[src/hw/rtl/u8u16_pkg.sv]
`timescale 1ns / 1ps

package u8u16_pkg;

   localparam logic [15:0] REPL_CHAR    = 16'hFFFD;
   localparam logic [20:0] MAX_CODE     = 21'h10FFFF;
   localparam logic [20:0] SURR_LOW     = 21'h00D800;
   localparam logic [20:0] SURR_HIGH    = 21'h00DFFF;
   localparam logic [20:0] SUPP_BASE    = 21'h010000;
   localparam logic [5:0]  HI_SURR_TAG  = 6'b110110;
   localparam logic [5:0]  LO_SURR_TAG  = 6'b110111;
   localparam logic [15:0] LIMIT_RESET  = 16'd383;
   localparam int          MAX_UNITS    = 4;

   // sequence lengths decoded from a lead byte
   localparam logic [2:0] LEN_BAD  = 3'd0;
   localparam logic [2:0] LEN_ONE  = 3'd1;
   localparam logic [2:0] LEN_TWO  = 3'd2;
   localparam logic [2:0] LEN_THR  = 3'd3;
   localparam logic [2:0] LEN_FOUR = 3'd4;

   typedef struct packed {
      logic [23:0] pend_bytes;
      logic [1:0]  pend_count;
      logic [15:0] units;
      logic        stopped;
      logic        terminated;
   } dec_state_type;

   typedef struct packed {
      logic [MAX_UNITS-1:0][15:0] unit;
      logic [1:0]                 last_idx;
      logic                       has_unit;
      logic                       ended;
      logic [15:0]                base;
   } unit_group_type;

   function automatic logic [2:0] seq_len(input logic [7:0] b);
      logic [2:0] len;
      if (b[7] == 1'b0)           len = LEN_ONE;
      else if (b[7:5] == 3'b110)  len = LEN_TWO;
      else if (b[7:4] == 4'b1110) len = LEN_THR;
      else if (b[7:3] == 5'b11110) len = LEN_FOUR;
      else                        len = LEN_BAD;
      return len;
   endfunction

endpackage

[src/hw/rtl/u8u16_step.sv]
`timescale 1ns / 1ps

module u8u16_step (
   input  logic [7:0]               in_byte,
   input  logic                     last_byte,
   input  logic [15:0]              unit_limit,
   input  u8u16_pkg::dec_state_type state_cur,
   output u8u16_pkg::dec_state_type state_nxt,
   output u8u16_pkg::unit_group_type group,
   output logic                     produce
);

   always_comb begin
      logic [1:0]  pc;
      logic [23:0] pb;
      logic [15:0] e;
      logic        stp;
      logic        is_cont;
      logic [2:0]  blen;
      logic [2:0]  llen;
      logic [7:0]  lead;
      logic [31:0] acc;
      logic [20:0] cp;
      logic [20:0] v;
      logic [2:0]  k;
      logic        pair;
      logic [1:0]  spos;
      logic        sval;
      logic [15:0] sunit;
      logic [15:0] lo;
      logic [1:0]  npc;
      logic [23:0] npb;
      logic        ended;
      logic [16:0] room_w;
      logic [2:0]  room;
      logic [2:0]  m;

      // a new string starts clean after an end
      pc  = state_cur.terminated ? 2'd0 : state_cur.pend_count;
      pb  = state_cur.terminated ? 24'd0 : state_cur.pend_bytes;
      e   = state_cur.terminated ? 16'd0 : state_cur.units;
      stp = state_cur.terminated ? 1'b0 : state_cur.stopped;

      is_cont = (in_byte[7:6] == 2'b10);
      blen    = u8u16_pkg::seq_len(in_byte);
      case (pc)
         2'd2:    lead = pb[15:8];
         2'd3:    lead = pb[23:16];
         default: lead = pb[7:0];
      endcase
      llen = u8u16_pkg::seq_len(lead);
      acc  = {pb, in_byte};
      cp   = 21'd0;
      v    = 21'd0;

      k     = 3'd0;
      pair  = 1'b0;
      spos  = 2'd0;
      sval  = 1'b0;
      sunit = u8u16_pkg::REPL_CHAR;
      lo    = u8u16_pkg::REPL_CHAR;
      npc   = pc;
      npb   = pb;
      ended = 1'b0;

      if (in_byte == 8'd0) begin
         k     = {1'b0, pc};
         npc   = 2'd0;
         npb   = 24'd0;
         ended = 1'b1;
      end else if (pc != 2'd0 && is_cont) begin
         if ({1'b0, pc} + 3'd1 >= llen) begin
            npc = 2'd0;
            npb = 24'd0;
            unique case (llen)
               u8u16_pkg::LEN_TWO: cp = {10'd0, acc[12:8], acc[5:0]};
               u8u16_pkg::LEN_THR: cp = {5'd0, acc[19:16], acc[13:8], acc[5:0]};
               default:            cp = {acc[26:24], acc[21:16], acc[13:8], acc[5:0]};
            endcase
            sval = 1'b1;
            if (cp > u8u16_pkg::MAX_CODE ||
                (cp >= u8u16_pkg::SURR_LOW && cp <= u8u16_pkg::SURR_HIGH)) begin
               k = 3'd1;
            end else if (cp >= u8u16_pkg::SUPP_BASE) begin
               v     = cp - u8u16_pkg::SUPP_BASE;
               pair  = 1'b1;
               sunit = {u8u16_pkg::HI_SURR_TAG, v[19:10]};
               lo    = {u8u16_pkg::LO_SURR_TAG, v[9:0]};
               k     = 3'd2;
            end else begin
               sunit = cp[15:0];
               k     = 3'd1;
            end
         end else begin
            npb = acc[23:0];
            npc = pc + 2'd1;
         end
      end else begin
         // broken sequence flushes first, then the byte starts anew
         spos = pc;
         if (blen == u8u16_pkg::LEN_TWO || blen == u8u16_pkg::LEN_THR ||
             blen == u8u16_pkg::LEN_FOUR) begin
            k   = {1'b0, pc};
            npc = 2'd1;
            npb = {16'd0, in_byte};
         end else begin
            sval  = 1'b1;
            sunit = (blen == u8u16_pkg::LEN_ONE) ? {8'd0, in_byte} : u8u16_pkg::REPL_CHAR;
            k     = {1'b0, pc} + 3'd1;
            npc   = 2'd0;
            npb   = 24'd0;
         end
      end

      if (last_byte && !ended) begin
         k     = k + {1'b0, npc};
         npc   = 2'd0;
         npb   = 24'd0;
         ended = 1'b1;
      end

      for (int j = 0; j < u8u16_pkg::MAX_UNITS; j++) begin
         group.unit[j] = (sval && spos == 2'(j)) ? sunit : u8u16_pkg::REPL_CHAR;
      end
      if (pair) begin
         group.unit[1] = lo;
      end

      // room left under the limit, clamped to one group
      room_w = (unit_limit > e) ? ({1'b0, unit_limit} - {1'b0, e}) : 17'd0;
      room   = (room_w >= 17'd4) ? 3'd4 : room_w[2:0];
      if (stp)       m = 3'd0;
      else if (pair) m = (room >= 3'd2) ? 3'd2 : 3'd0;
      else           m = (k < room) ? k : room;

      group.has_unit = (m != 3'd0);
      group.last_idx = (m != 3'd0) ? 2'(m - 3'd1) : 2'd0;
      group.ended    = ended;
      group.base     = e;
      produce        = (m != 3'd0) || ended;

      state_nxt.pend_bytes = npb;
      state_nxt.pend_count = npc;
      state_nxt.units      = e + {13'd0, m};
      state_nxt.stopped    = stp | (m < k);
      state_nxt.terminated = ended;
   end

endmodule

[src/hw/rtl/u8u16_drain.sv]
`timescale 1ns / 1ps

module u8u16_drain (
   input  logic                      clock,
   input  logic                      reset,
   input  logic                      load,
   input  u8u16_pkg::unit_group_type group,
   output logic                      free,
   output logic                      rsp_valid,
   input  logic                      rsp_stall,
   output logic [15:0]               rsp_code_unit,
   output logic                      rsp_has_unit,
   output logic                      rsp_last_of_item,
   output logic                      rsp_end_of_string,
   output logic [15:0]               rsp_total_units
);

   logic                      valid_ff;
   logic [1:0]                idx_ff;
   u8u16_pkg::unit_group_type grp_ff;
   logic                      pop;
   logic                      at_last;

   assign at_last = (idx_ff == grp_ff.last_idx);
   assign pop     = valid_ff && !rsp_stall;
   assign free    = !valid_ff || (pop && at_last);

   always_ff @(posedge clock) begin
      if (reset) begin
         valid_ff <= 1'b0;
         idx_ff   <= 2'd0;
      end else if (load) begin
         valid_ff <= 1'b1;
         idx_ff   <= 2'd0;
      end else if (pop) begin
         if (at_last) begin
            valid_ff <= 1'b0;
         end else begin
            idx_ff <= idx_ff + 2'd1;
         end
      end
   end

   always_ff @(posedge clock) begin
      if (load) begin
         grp_ff <= group;
      end
   end

   assign rsp_valid         = valid_ff;
   assign rsp_has_unit      = grp_ff.has_unit;
   assign rsp_code_unit     = grp_ff.has_unit ? grp_ff.unit[idx_ff] : 16'd0;
   assign rsp_total_units   = grp_ff.has_unit ? (grp_ff.base + {14'd0, idx_ff} + 16'd1)
                                              : grp_ff.base;
   assign rsp_last_of_item  = at_last;
   assign rsp_end_of_string = at_last && grp_ff.ended;

endmodule

[src/hw/rtl/utf8_to_utf16_transcoder_unit.sv]
`timescale 1ns / 1ps
// a byte is held in the input register, decoded, and its results are held in the result register
// throughput: one byte per cycle while each byte gives at most one beat and the result side does not stall
// a byte giving n result beats (n up to 4) holds the result register until its final beat is taken
// reset: synchronous active high, clears pending bytes, counts and flags,
//   unit_limit returns to 383

module utf8_to_utf16_transcoder_unit (
   input  logic        clock,
   input  logic        reset,
   // byte input channel
   input  logic        req_valid,
   output logic        req_stall,
   input  logic [7:0]  req_in_byte,
   input  logic        req_last_byte,
   // code unit output channel
   output logic        rsp_valid,
   input  logic        rsp_stall,
   output logic [15:0] rsp_code_unit,
   output logic        rsp_has_unit,
   output logic        rsp_last_of_item,
   output logic        rsp_end_of_string,
   output logic [15:0] rsp_total_units,
   // limit register write
   input  logic        csr_valid,
   output logic        csr_ready,
   input  logic [15:0] csr_unit_limit
);

   // input register
   logic       in_valid_ff;
   logic [7:0] in_byte_ff;
   logic       in_last_ff;

   // decoder state and limit register
   u8u16_pkg::dec_state_type  state_ff;
   u8u16_pkg::dec_state_type  state_in;
   logic [15:0]               limit_ff;

   u8u16_pkg::unit_group_type group;
   logic                      produce;
   logic                      free;
   logic                      advance;
   logic                      req_take;

   // limit writes are always taken, the block is idle by contract
   assign csr_ready = 1'b1;

   always_ff @(posedge clock) begin
      if (reset) begin
         limit_ff <= u8u16_pkg::LIMIT_RESET;
      end else if (csr_valid && csr_ready) begin
         limit_ff <= csr_unit_limit;
      end
   end

   // a byte leaves the input register when its results have a slot,
   // bytes that give no beat only touch the state
   assign advance   = in_valid_ff && (!produce || free);
   assign req_stall = in_valid_ff && !advance;
   assign req_take  = req_valid && !req_stall;

   always_ff @(posedge clock) begin
      if (reset) begin
         in_valid_ff <= 1'b0;
      end else if (req_take) begin
         in_valid_ff <= 1'b1;
      end else if (advance) begin
         in_valid_ff <= 1'b0;
      end
   end

   always_ff @(posedge clock) begin
      if (req_take) begin
         in_byte_ff <= req_in_byte;
         in_last_ff <= req_last_byte;
      end
   end

   // single pass decode of the registered byte
   u8u16_step u_step (
      .in_byte    (in_byte_ff),
      .last_byte  (in_last_ff),
      .unit_limit (limit_ff),
      .state_cur  (state_ff),
      .state_nxt  (state_in),
      .group      (group),
      .produce    (produce)
   );

   always_ff @(posedge clock) begin
      if (reset) begin
         state_ff <= '0;
      end else if (advance) begin
         state_ff <= state_in;
      end
   end

   // result register, hands out one unit per beat
   u8u16_drain u_drain (
      .clock             (clock),
      .reset             (reset),
      .load              (advance && produce),
      .group             (group),
      .free              (free),
      .rsp_valid         (rsp_valid),
      .rsp_stall         (rsp_stall),
      .rsp_code_unit     (rsp_code_unit),
      .rsp_has_unit      (rsp_has_unit),
      .rsp_last_of_item  (rsp_last_of_item),
      .rsp_end_of_string (rsp_end_of_string),
      .rsp_total_units   (rsp_total_units)
   );

   // a group never breaks off before its final beat
   a_group_holds: assert property (@(posedge clock) disable iff (reset)
      rsp_valid && !rsp_stall && !rsp_last_of_item |=> rsp_valid)
      else $error("result group ended early");

   // string end only on a byte's final beat
   a_end_is_last: assert property (@(posedge clock) disable iff (reset)
      rsp_valid && rsp_end_of_string |-> rsp_last_of_item)
      else $error("end of string not on final beat");

   // a unit beat always counts itself
   a_count_unit: assert property (@(posedge clock) disable iff (reset)
      rsp_valid && rsp_has_unit |-> rsp_total_units != 16'd0)
      else $error("unit beat with zero count");

   // the stop flag clears only when a new string starts
   a_stop_sticky: assert property (@(posedge clock) disable iff (reset)
      !$past(reset) && $fell(state_ff.stopped) |-> $past(state_ff.terminated))
      else $error("stop flag cleared inside a string");

endmodule

[config.mk]
export PLATFORM = sky130hd
export DESIGN_NAME = utf8_to_utf16_transcoder_unit
export DESIGN_NICKNAME = d
export VERILOG_FILES = /design/src/hw/rtl/u8u16_pkg.sv /design/src/hw/rtl/u8u16_step.sv /design/src/hw/rtl/u8u16_drain.sv /design/src/hw/rtl/utf8_to_utf16_transcoder_unit.sv
export SDC_FILE = /design/constraint.sdc
export NUM_CORES = 1
export LEC_CHECK = 0
export ABC_AREA = 1
export BUFFER_PORTS_ARGS = -buffer_cell sky130_fd_sc_hd__buf_2
export CORE_UTILIZATION = 30
export CTS_BUF_LIST = sky130_fd_sc_hd__clkbuf_16
export CTS_CLUSTER_DIAMETER = 80
export CTS_CLUSTER_SIZE = 10
export DETAILED_ROUTE_END_ITERATION = 6
export GPL_ROUTABILITY_DRIVEN = 1
export HOLD_SLACK_MARGIN = 0.02
export SLEW_MARGIN = 20
export SYNTH_ARGS = -nofsm -noshare
export SYNTH_HDL_FRONTEND = slang
export SYNTH_SLANG_ARGS = --single-unit
[constraint.sdc]
create_clock -name clock -period 8.73 [get_ports clock]
set_input_delay 0.4365 -clock clock [delete_from_list [all_inputs] [get_ports clock]]
set_output_delay 0.4365 -clock clock [all_outputs]
set_load 0.01 [all_outputs]
==> metrics.md, run 1 <==
| Metric | Value |
|---|---|
| Max Clk Rate | 132.4 MHz |
| Core Util, Final | 0.3503 |
| Clock sinks | 157 |
| Worst reg2reg path depth | 46 |
| Max-cap viol count | 0 |
| WL final | 25.93 mm |
| H-tree lvl count | 4 |
| Vias/cell | 4.881 |
| Top-count cell post-synth | nand2_1 |
| Peak VDD IR | 0.0001219 V |
| Top_reg_cell synth | edfxtp_1 |
| Post-DRT Antenna Nets | 0 |
| Ports | 68 |
| Area share of the largest cell type after synthesis | 0.2923 |
| Root buffer cell | clkbuf_16 |
| WHS Path Cells | 1 |
| CTS tree | built |
| Synthesis-to-finish area growth | 13.65% |
| TNS Setup | 0 ns |
| Worst EP required | 9.03 ns |
| Worst Max-Slew Pin Slew | 0.9789 ns |
| Avg Inst Size Synth | about 7.5 µm² |
| Outcome | finished clean |
| Wire length on met1 | 12.91 mm |
| Dpl hpwl | 19.07 mm |
| Leak | 4.444 nW |
| Syn nets | 1336 |
| Skew final | 0.01022 ns |
| GP Congestion | 0.9311 |
| Area leader, netlist | edfxtp_1 |
| Max stage delay on crit path | 0.49 ns |
| 1st-iter DRT viols | 583 |
| Largest net degree at the start of global routing | 52 |
| CTS max path bufs | 2 |
| Critical path class | flip-flop to flip-flop |
| ANT cells | 0 |
| Setup Viol. Count Final | 0 |
| Vias | 8435 |
| Die area | 32560 µm² |
| Min Hold Slack | 0.1833 ns |
| Pwr/cell area | 199.1 nW/µm² |
| Post-CTS Hold Buffers | 0 |
| Resized cells post-CTS | 0 |
| GRT Util Overall | 0.1626 |
| Final Max Tran Viols | 0 |
| Layout cell share with drive strength beyond 1 | 0.1104 |
| Slowest CP cell | dfxtp_1 |
| Port Buf Inserts | between 60 and 70 |
| Max_slew headroom | 0.3474 |
| Initial Util | 0.3083 |
| Placeable Area | 30990 µm² |
| Routed len/inst | 15.01 µm |
| Sequential share of the synthesized area | 0.4265 |
| Netlist cell types | 59 |
| Critical path launch point type | flip-flop |
| Most frequent CP cell | nand2_1 |
| Multi-input gate area | 4687 µm² |
| Top post-synthesis cells by count | nand2_1 (246), nor2_1 (203), inv_1 (148), o21ai_0 (95), edfxtp_1 (93) |
| Unrepaired setup endpoints after global routing | no |
| Clock-pin slew on the worst setup and hold paths | 0.06 ns |
| Die width | 180.4 µm |
| # Post-CTS Setup Buffers | 0 |
| Crit path time final | 7.551 ns |
| Ys Warns | 0 |
| CP Max Fanout | 13 |
| Hold Path Class | input port to flip-flop |
| Die height | 180.4 µm |
| WL met3 | ~1.0 mm |
| Final net count | ~1400 |
| Overall Power | 2.161 mW |
| Post-synth EDFFs | 93 |
| Initial antenna violation count | 0 |
| Non-Filler Instances | 1728 |
| First-pass GRT wire length | 42.40 mm |
| Max Used Layer | met4 |
| Vias in the first global route | around 8000 |
| CP arrival | slightly below 8 ns |
| Fin crit share | 0.8649 |
| Drt drc | 0 |
| Met2 WL | approximately 12 mm |
| Crit end category | flip-flop |
| Fill cells | 3245 |
| Worst-Skew Late Latency | between 0.4 and 0.5 ns |
| Synthesis-stage register bit count | 157 |
| Synth top area cells | edfxtp_1 (29%), dfxtp_1 (13%), nand2_1 (9.7%) |
| Final Hold Fails | 0 |
| Asr flop ratio synth | 0 |
| Cell area after synthesis | 9553 µm² |
| Cell count after synthesis | ~1300 |
| Number of core rows | 64 |
| Num CTS Buffers | 17 |
| Pre-antenna DRT Iters | 7 |
| Register Area | 4074 µm² |
| Cells after DPL | approximately 1700 |
| Global route overflow | 0 |
[kinds of logic (layout without fill, tap and decap cells)]
logic type	Yosys count	after routing	synth area share
AO/OA/AOI/OAI	232	232	0.1353
XOR/XNOR	34	34	0.03117
adder cells (fa/ha/maj)	40	40	0.05553
buffers and inverters	202	268	0.08291
flip-flops	157	157	0.4265
other	1	1	0.0003926
AND/OR/NAND/NOR	600	600	0.2682
[area by class of cell]
cell class	count	area share
Clock buffer	17	0.03918
Clock inverter	15	0.01360
Inverter	158	0.05474
Multi-Input combinational cell	907	0.4317
Sequential cell	157	0.3752
Tap cell	396	0.04564
Timing Repair Buffer	78	0.03988
[where the power goes]
group          internal [mW]  leakage [nW]  switching (mW)  total (mW)
logic                  0.176          2.88           0.370       0.546
registers              0.852          1.27          0.0288       0.881
clock network          0.422         0.292           0.312       0.734
[path summary, 6_finish.rpt]
kind | to | startpoint | slack, ns
hold reg to reg | state_ff[2] | state_ff[2] | 0.46
setup / recovery | state_ff[17] | state_ff[0] | 1.18
setup reg to reg | state_ff[17] | state_ff[0] | 1.18
hold / removal | in_byte_ff[5] | req_in_byte[5] | 0.18
[flip-flops by register name, summed over array words and instances (netlist names)]
signal / count
u_drain.grp_ff: 83
state_ff: 44
limit_ff: 16
in_byte_ff: 8
u_drain.idx_ff: 2
in_last_ff: 1
in_valid_ff: 1
u_drain.rsp_has_unit: 1
u_drain.rsp_valid: 1
[stage by stage]
stage	worst slack [ns]	instance area (µm²)
after floorplan	1.046	9553
after global placement	1.517	10280
after detailed placement	1.232	10280
after CTS	1.193	10860
after global routing	0.3816	10860
final	1.179	10860
[layout by cell type, fill, tap and decap left out, types with 2 or more instances in the layout]
cell and n:
nand3b_1 4, fa_1 4, buf_2 66, clkbuf_16 17
nand4_1 13, nand2_2 8, a21oi_1 89, o211a_1 2
clkinv_2 3, ha_1 36, a21o_1 4, nand2_4 5
a211oi_1 3, inv_1 150, o21ai_0 95, nor2_1 203
o2111ai_1 3, edfxtp_1 93, inv_2 7, clkinv_1 4
nor2_2 2, bufinv_16 2, o21ai_1 7, buf_4 11
or2_2 7, xnor2_1 8, xor2_1 26, o22ai_1 2
nor4_1 10, nand2_1 246, a22oi_1 4, inv_6 4
o21ai_2 4, nand3_1 59, o211ai_1 4, nor3_1 35
o31ai_1 3, dfxtp_1 64
[routing by layer]
layer	track usage	up-vias
met2	0.2527	180
li1	-	4290
met3	0.02526	28
met1	0.2296	3937
met4	0.05265	0
met5	0	-
[worst max-delay path: cells and delay by family, from the launching register on]
family | cells | cell delay [ns]
compound gates | 5 | 0.49
fa+ha+maj | 6 | 1.93
xor+xnor | 1 | 0.18
buf+inv | 5 | 0.34
flops | 1 | 0.49
simple gates | 29 | 3.95
No activity file was read; power rests on OpenSTA's default activity.
==> run 2, diff against run 1 <==
--- a/config.mk
+++ b/config.mk
@@ -14,6 +14,7 @@
 export DETAILED_ROUTE_END_ITERATION = 6
 export GPL_ROUTABILITY_DRIVEN = 1
 export HOLD_SLACK_MARGIN = 0.02
+export PLACE_DENSITY = 0.43
 export SLEW_MARGIN = 20
 export SYNTH_ARGS = -nofsm -noshare
 export SYNTH_HDL_FRONTEND = slang
==> metrics.md, run 2 (synthesis results as in run 1) <==
| Metric | Value |
|---|---|
| Crit end category | flip-flop |
| Post-DP Area | 10270 µm² |
| Root buffer cell | clkbuf_16 |
| Reg2Reg Capture Point | state_ff[17] |
| CTS tree | built |
| Peak VDD IR | 0.0001430 V |
| Number of core rows | 64 |
| H-tree lvl count | 4 |
| Most frequent cells in the layout | nand2_1 (246), nor2_1 (203), inv_1 (147) |
| Global route overflow | 0 |
| Pre-antenna DRT Iters | 5 |
| Unrepaired setup endpoints after global routing | no |
| Critical path launch point type | flip-flop |
| Final instance area | 10860 µm² |
| Reg2reg setup slack | 1.01 ns |
| Die width | ~180 µm |
| Resized cells post-CTS | 0 |
| Max-cap viol count | 0 |
| Hold Path Class | input port to flip-flop |
| CTS max path bufs | 2 |
| Num CTS Buffers | 17 |
| Register Area | 4074 µm² |
| Dpl hpwl | 20.04 mm |
| Fin crit share | 0.8844 |
| Slowest CP cell | dfxtp_1 |
| Layout cell share with drive strength beyond 1 | 0.1126 |
| Final net count | between 1000 and 1500 |
| Ports | 68 |
| Multi-input gate area | about 4700 µm² |
| Worst EP required | 9.03 ns |
| Max Clk Rate | 129.5 MHz |
| Setup Viol. Count Final | 0 |
| Worst-Skew Late Latency | between 0.4 and 0.5 ns |
| Fill cells | 3317 |
| Worst Max-Slew Pin Slew | 1.022 ns |
| 1st-iter DRT viols | 660 |
| Largest regs | u_drain.grp_ff (83), state_ff (44), limit_ff (16) |
| Clock-pin slew on the worst setup and hold paths | 0.07 ns |
| TNS Setup | 0 ns |
| GRT Util Overall | 0.1737 |
| GP Congestion | between 0.8 and 0.9 |
| Leak | between 4 and 5 nW |
| Vias/cell | ~4.8 |
| Routed len/inst | 15.87 µm |
| # Post-CTS Setup Buffers | 0 |
| Initial antenna violation count | 0 |
| Die area | about 33000 µm² |
| Vias | 8257 |
| First-pass GRT wire length | between 40 and 50 mm |
| Placeable Area | 30990 µm² |
| Worst reg2reg path depth | 47 |
| ANT cells | 0 |
| Overall Power | 2.183 mW |
| Initial Util | 0.3083 |
| Final WS setup | 1.009 ns |
| Skew final | 0.01303 ns |
| Clock sinks | 157 |
| WL final | approximately 27 mm |
| Worst slack, placed | 1.055 ns |
| Largest net degree at the start of global routing | 59 |
| Top reg by flops | u_drain.grp_ff |
| Port Buf Inserts | 66 |
| WHS Path Cells | 1 |
| Post-DRT Antenna Nets | 0 |
| Most common cell after layout, fill and taps aside | nand2_1 |
| Post-CTS Hold Buffers | 0 |
| Largest register FFs | slightly above 80 |
| Synthesis-to-finish area growth | 13.63% |
| Die height | 180.4 µm |
| Reg2Reg Launch Point | state_ff[0] |
| Drt drc | 0 |
| Final Hold Fails | 0 |
| Most frequent CP cell | nand2_1 |
| Max stage delay on crit path | 0.45 ns |
| Outcome | finished clean |
| CP arrival | 8.02 ns |
| Worst Min Path Start | req_in_byte[1] |
| Vias in the first global route | a little under 8000 |
| CP Max Fanout | 21 |
| Pwr/cell area | ~200 nW/µm² |
| Final Max Tran Viols | 0 |
| Critical path class | flip-flop to flip-flop |
| Hold Path End | in_byte_ff[1] |
| Max_slew headroom | 0.3185 |
| Crit path time final | between 7 and 8 ns |
[run 2: worst max-delay path, delay by kind of cell, from the launching register on]
kind            cells  cell delay (ns)
buf+inv             6             0.60
simple gates       28             4.08
xor+xnor            1             0.17
flops               1             0.45
fa+ha+maj           6             1.82
compound gates      6             0.49
[run 2: final cells by class]
| cell class | instances | share of cell area |
|---|---|---|
| clock buffer | 17 | 0.03919 |
| clock inverter | 15 | 0.01452 |
| inverter | 158 | 0.05486 |
| multi-input combinational | 907 | 0.4318 |
| sequential | 157 | 0.3753 |
| tap | 396 | 0.04564 |
| timing repair buffer | 78 | 0.03873 |
[run 2: per-layer routing]
| metal | global-route usage | share of wire | up-vias |
|---|---|---|---|
| met2 | 0.2564 | 0.42 | 150 |
| met1 | 0.2577 | 0.53 | 3797 |
| met3 | 0.02951 | 0.035 | 25 |
| met5 | 0 | 0 | - |
| li1 | - | - | 4285 |
| met4 | 0.04855 | 0.018 | 0 |
[run 2: report_power, final]
| part | internal, mW | total [mW] | switching, mW | leakage (nW) |
|---|---|---|---|---|
| clock | 0.405 | 0.751 | 0.347 | 0.290 |
| combinational | 0.174 | 0.550 | 0.376 | 2.88 |
| sequential | 0.853 | 0.882 | 0.0292 | 1.27 |
[run 2: how the worst max path moves through the flow]
stage                                    end  depth (start not counted)  slack (ns)         from
after CTS                       state_ff[17]                         47        1.02  state_ff[0]
after floorplan            u_drain.grp_ff[0]                         47        1.05  state_ff[0]
after detailed placement        state_ff[17]                         47        1.05  state_ff[0]
after global placement    u_drain.grp_ff[42]                         44        1.26  state_ff[0]
after global routing            state_ff[17]                         47        0.11  state_ff[0]
final                           state_ff[17]                         47        1.01  state_ff[0]
[run 2: metrics by stage]
| step | hold WS, ns | util | cells |
|---|---|---|---|
| 6_report | 0.1759 | 0.3503 | 1728 |
| 5_1_grt | 0.1572 | 0.3503 | 1728 |
| 4_1_cts | 0.1592 | 0.3503 | 1728 |
| 3_5_place_dp | 0.4444 | 0.3315 | 1696 |
| 3_3_place_gp | 0.4512 | 0.3315 | 1696 |
| 2_1_floorplan | 0.4298 | - | 1266 |
==> run 3, diff against run 2 <==
--- a/config.mk
+++ b/config.mk
@@ -5,7 +5,6 @@
 export SDC_FILE = /design/constraint.sdc
 export NUM_CORES = 1
 export LEC_CHECK = 0
-export ABC_AREA = 1
 export BUFFER_PORTS_ARGS = -buffer_cell sky130_fd_sc_hd__buf_2
 export CORE_UTILIZATION = 30
 export CTS_BUF_LIST = sky130_fd_sc_hd__clkbuf_16
@@ -14,7 +13,7 @@
 export DETAILED_ROUTE_END_ITERATION = 6
 export GPL_ROUTABILITY_DRIVEN = 1
 export HOLD_SLACK_MARGIN = 0.02
-export PLACE_DENSITY = 0.43
+export PLACE_DENSITY = 0.44
 export SLEW_MARGIN = 20
 export SYNTH_ARGS = -nofsm -noshare
 export SYNTH_HDL_FRONTEND = slang
==> metrics.md, run 3 <==
| Metric | Value |
|---|---|
| Outcome | finished clean |
| Max-cap viol count | 0 |
| Synthesis-to-finish area growth | 14.80% |
| Pwr/cell area | 180.6 nW/µm² |
| Post-DP Area | 9896 µm² |
| Fin crit share | 0.9327 |
| Global route overflow | 0 |
| Netlist cell types | 90 |
| H-tree lvl count | 4 |
| Synth top area cells | edfxtp_1 (31%), dfxtp_1 (14%), ha_1 (4.9%) |
| Worst Min Path Start | req_last_byte |
| Final net count | 1045 |
| Switching share of total power | 0.2929 |
| Syn nets | 983 |
| GP Congestion | 0.8417 |
| Root buffer cell | clkbuf_16 |
| Max_slew headroom | 0.4702 |
| Reg2Reg Launch Point | state_ff[18] |
| Largest register FFs | 83 |
| CTS tree | built |
| Area leader, netlist | edfxtp_1 |
| Peak VDD IR | 0.0001294 V |
| Drt drc | 0 |
| Worst-Skew Late Latency | 0.43 ns |
| Vias | 7073 |
| Hold Path Class | input port to flip-flop |
| WL final | roughly 25 mm |
| Post-Synth Adder-Cell Area | 0.05808 |
| Top-count cell post-synth | nand2_1 |
| Initial Util | 0.3065 |
| Synthesis-stage register bit count | 157 |
| Final Max Tran Viols | 0 |
| Cells after DPL | about 1300 |
| Number of core rows | 63 |
| Largest net degree at the start of global routing | 87 |
| Cell count after synthesis | 913 |
| Most common cell after layout, fill and taps aside | nand2_1 |
| Port Buf Inserts | 66 |
| Placeable Area | 29800 µm² |
| Top post-synthesis cells by count | nand2_1 (112), edfxtp_1 (93), nor2_1 (68), dfxtp_1 (64), a21oi_1 (63) |
| Dpl hpwl | 17.83 mm |
| Worst Max-Slew Pin Slew | 0.7947 ns |
| CTS max path bufs | 2 |
| Post-synth EDFFs | 93 |
| Die area | 31150 µm² |
| Initial antenna violation count | 0 |
| Num CTS Buffers | 17 |
| Compound-cell area share of the yosys netlist | 0.1705 |
| Leak | about 3.7 nW |
| Clock network power share | 0.395 |
| Top_reg_cell synth | edfxtp_1 |
| Most frequent cells in the layout | nand2_1 (112), edfxtp_1 (93), nor2_1 (68) |
| Crit path time final | 8.142 ns |
| Area share of the largest cell type after synthesis | 0.3058 |
| GRT Util Overall | 0.1657 |
| Final instance area | roughly 10000 µm² |
| Critical path class | flip-flop to flip-flop |
| Fraction of the mapped netlist area in simple logic gates | 0.1881 |
| Worst Setup SP | state_ff[18] |
| ANT cells | 0 |
| Xor/xnor share of the synthesized area | 0.03068 |
| Routed len/inst | 18.03 µm |
| Final Hold Fails | 0 |
| Main combinational cell family by area after synthesis | simple AND/OR/NAND/NOR gates |
| Top reg by flops | u_drain.grp_ff |
| Logic gate share of total power | 0.159 |
| TNS Setup | 0 ns |
| CP arrival | ~8.5 ns |
| Max Clk Rate | 122.8 MHz |
| First-pass GRT wire length | ~40 mm |
| Layout cell share with drive strength beyond 1 | 0.1700 |
| Internal power | 1.339 mW |
| Critical path launch point type | flip-flop |
| Clock-pin slew on the worst setup and hold paths | about 0.070 ns |
| Die width | between 150 and 200 µm |
| Seq pwr share | 0.446 |
| Multiplexer share of the synthesized area | 0.06288 |
| Clock sinks | 157 |
| Cell area after synthesis | 9134 µm² |
| Post-DRT Antenna Nets | 0 |
| Non-Filler Instances | 1378 |
| Ports | just under 70 |
| Sequential share of the synthesized area | 0.4460 |
| Skew final | ~0.012 ns |
| Overall Power | 1.894 mW |
| Vias in the first global route | about 6800 |
| Largest regs | u_drain.grp_ff (83), state_ff (44), limit_ff (16) |
| Setup Viol. Count Final | 0 |
| Ys Warns | 0 |
| Pre-antenna DRT Iters | 7 |
| Avg Inst Size Synth | 10.00 µm² |
| 1st-iter DRT viols | 460 |
| Worst EP required | between 9 and 10 ns |
| Die height | 176.5 µm |
| Slowest CP cell | or4b_2 |
| Unrepaired setup endpoints after global routing | no |
| Crit end category | flip-flop |
| Switch Pwr | 554.7 µW |
| Max stage delay on crit path | ~0.60 ns |
| CP Max Fanout | 7 |
| Asr flop ratio synth | 0 |
| Vias/cell | 5.133 |
==> run 3: changes by cell type in the layout (fill, tap and decap cells not counted), moves of 21 or more <==
cell | previous run | this run
o21ai_0 | 95 | 36
nand2_1 | 246 | 112
nand3_1 | 59 | 30
inv_1 | 147 | 49
a21oi_1 | 89 | 62
nor2_1 | 203 | 68
and2_1 | 1 | 22
==> run 3: metrics by stage <==
| stage | hold slack [ns] | utilization | setup WS, ns |
|---|---|---|---|
| CTS | 0.1582 | 0.3514 | 0.3993 |
| global placement | 0.4412 | 0.3321 | 0.7366 |
| global route | 0.1612 | 0.3519 | 0.02449 |
| floorplan | 0.4318 | - | 0.8524 |
| finish | 0.1800 | 0.3519 | 0.5876 |
| detailed placement | 0.4460 | 0.3321 | 0.4494 |
==> run 3: cell type report <==
cell class	instances	area [µm²]
timing repair buffer	83	470.5
fill	3022	19310
tap	390	488.0
inverter	50	187.7
multi-input combinational	666	4690
clock inverter	15	148.9
clock buffer	17	425.4
sequential	157	4075
==> run 3: timing repair <==
action / in CTS / in global routing
endpoints found under the setup margin: 0 / 20
setup buffers: 0 / 0
hold buffers: 0 / 0
resized for setup: 0 / 4
==> run 3: critical path, delay by kind of cell, from the launching register on <==
kind                     cells  cell delay [ns]
AO/OA/AOI/OAI               14             2.98
buffers and inverters        2             0.17
flip-flops                   1             0.35
adder cells (fa/ha/maj)      6             1.66
AND/OR/NAND/NOR             15             2.85
==> run 3: path summary, 6_finish.rpt <==
path	to	slack (ns)	cells after the start
max	state_ff[17]	0.59	37
min	in_last_ff	0.18	1
max reg2reg	state_ff[17]	0.59	37
min reg2reg	state_ff[2]	0.45	2
==> run 3: power by group through the flow <==
stage | combinational (mW) | sequential, mW | clock (mW)
final | 0.300 | 0.845 | 0.749
after global routing | 0.336 | 0.849 | 0.791
after CTS | 0.302 | 0.845 | 0.766
after detailed placement | 0.300 | 0.862 | 0
after global placement | 0.303 | 0.861 | 0
after floorplan | 0.219 | 0.850 | 0
==> run 3: cells by family (layout without fill, tap and decap cells) <==
kind of cell    Yosys count  after routing
fa+ha+maj                40             40
simple gates            339            339
mux                      37             37
flops                   157            157
compound gates          217            217
buf+inv                  90            165
xor+xnor                 32             32
other cells               1              1
==> run 3: per-layer routing <==
layer,track usage,share of wire
met3,0.02412,0.031
met2,0.2394,0.42
met4,0.04849,0.0098
met5,0,0
met1,0.2520,0.54
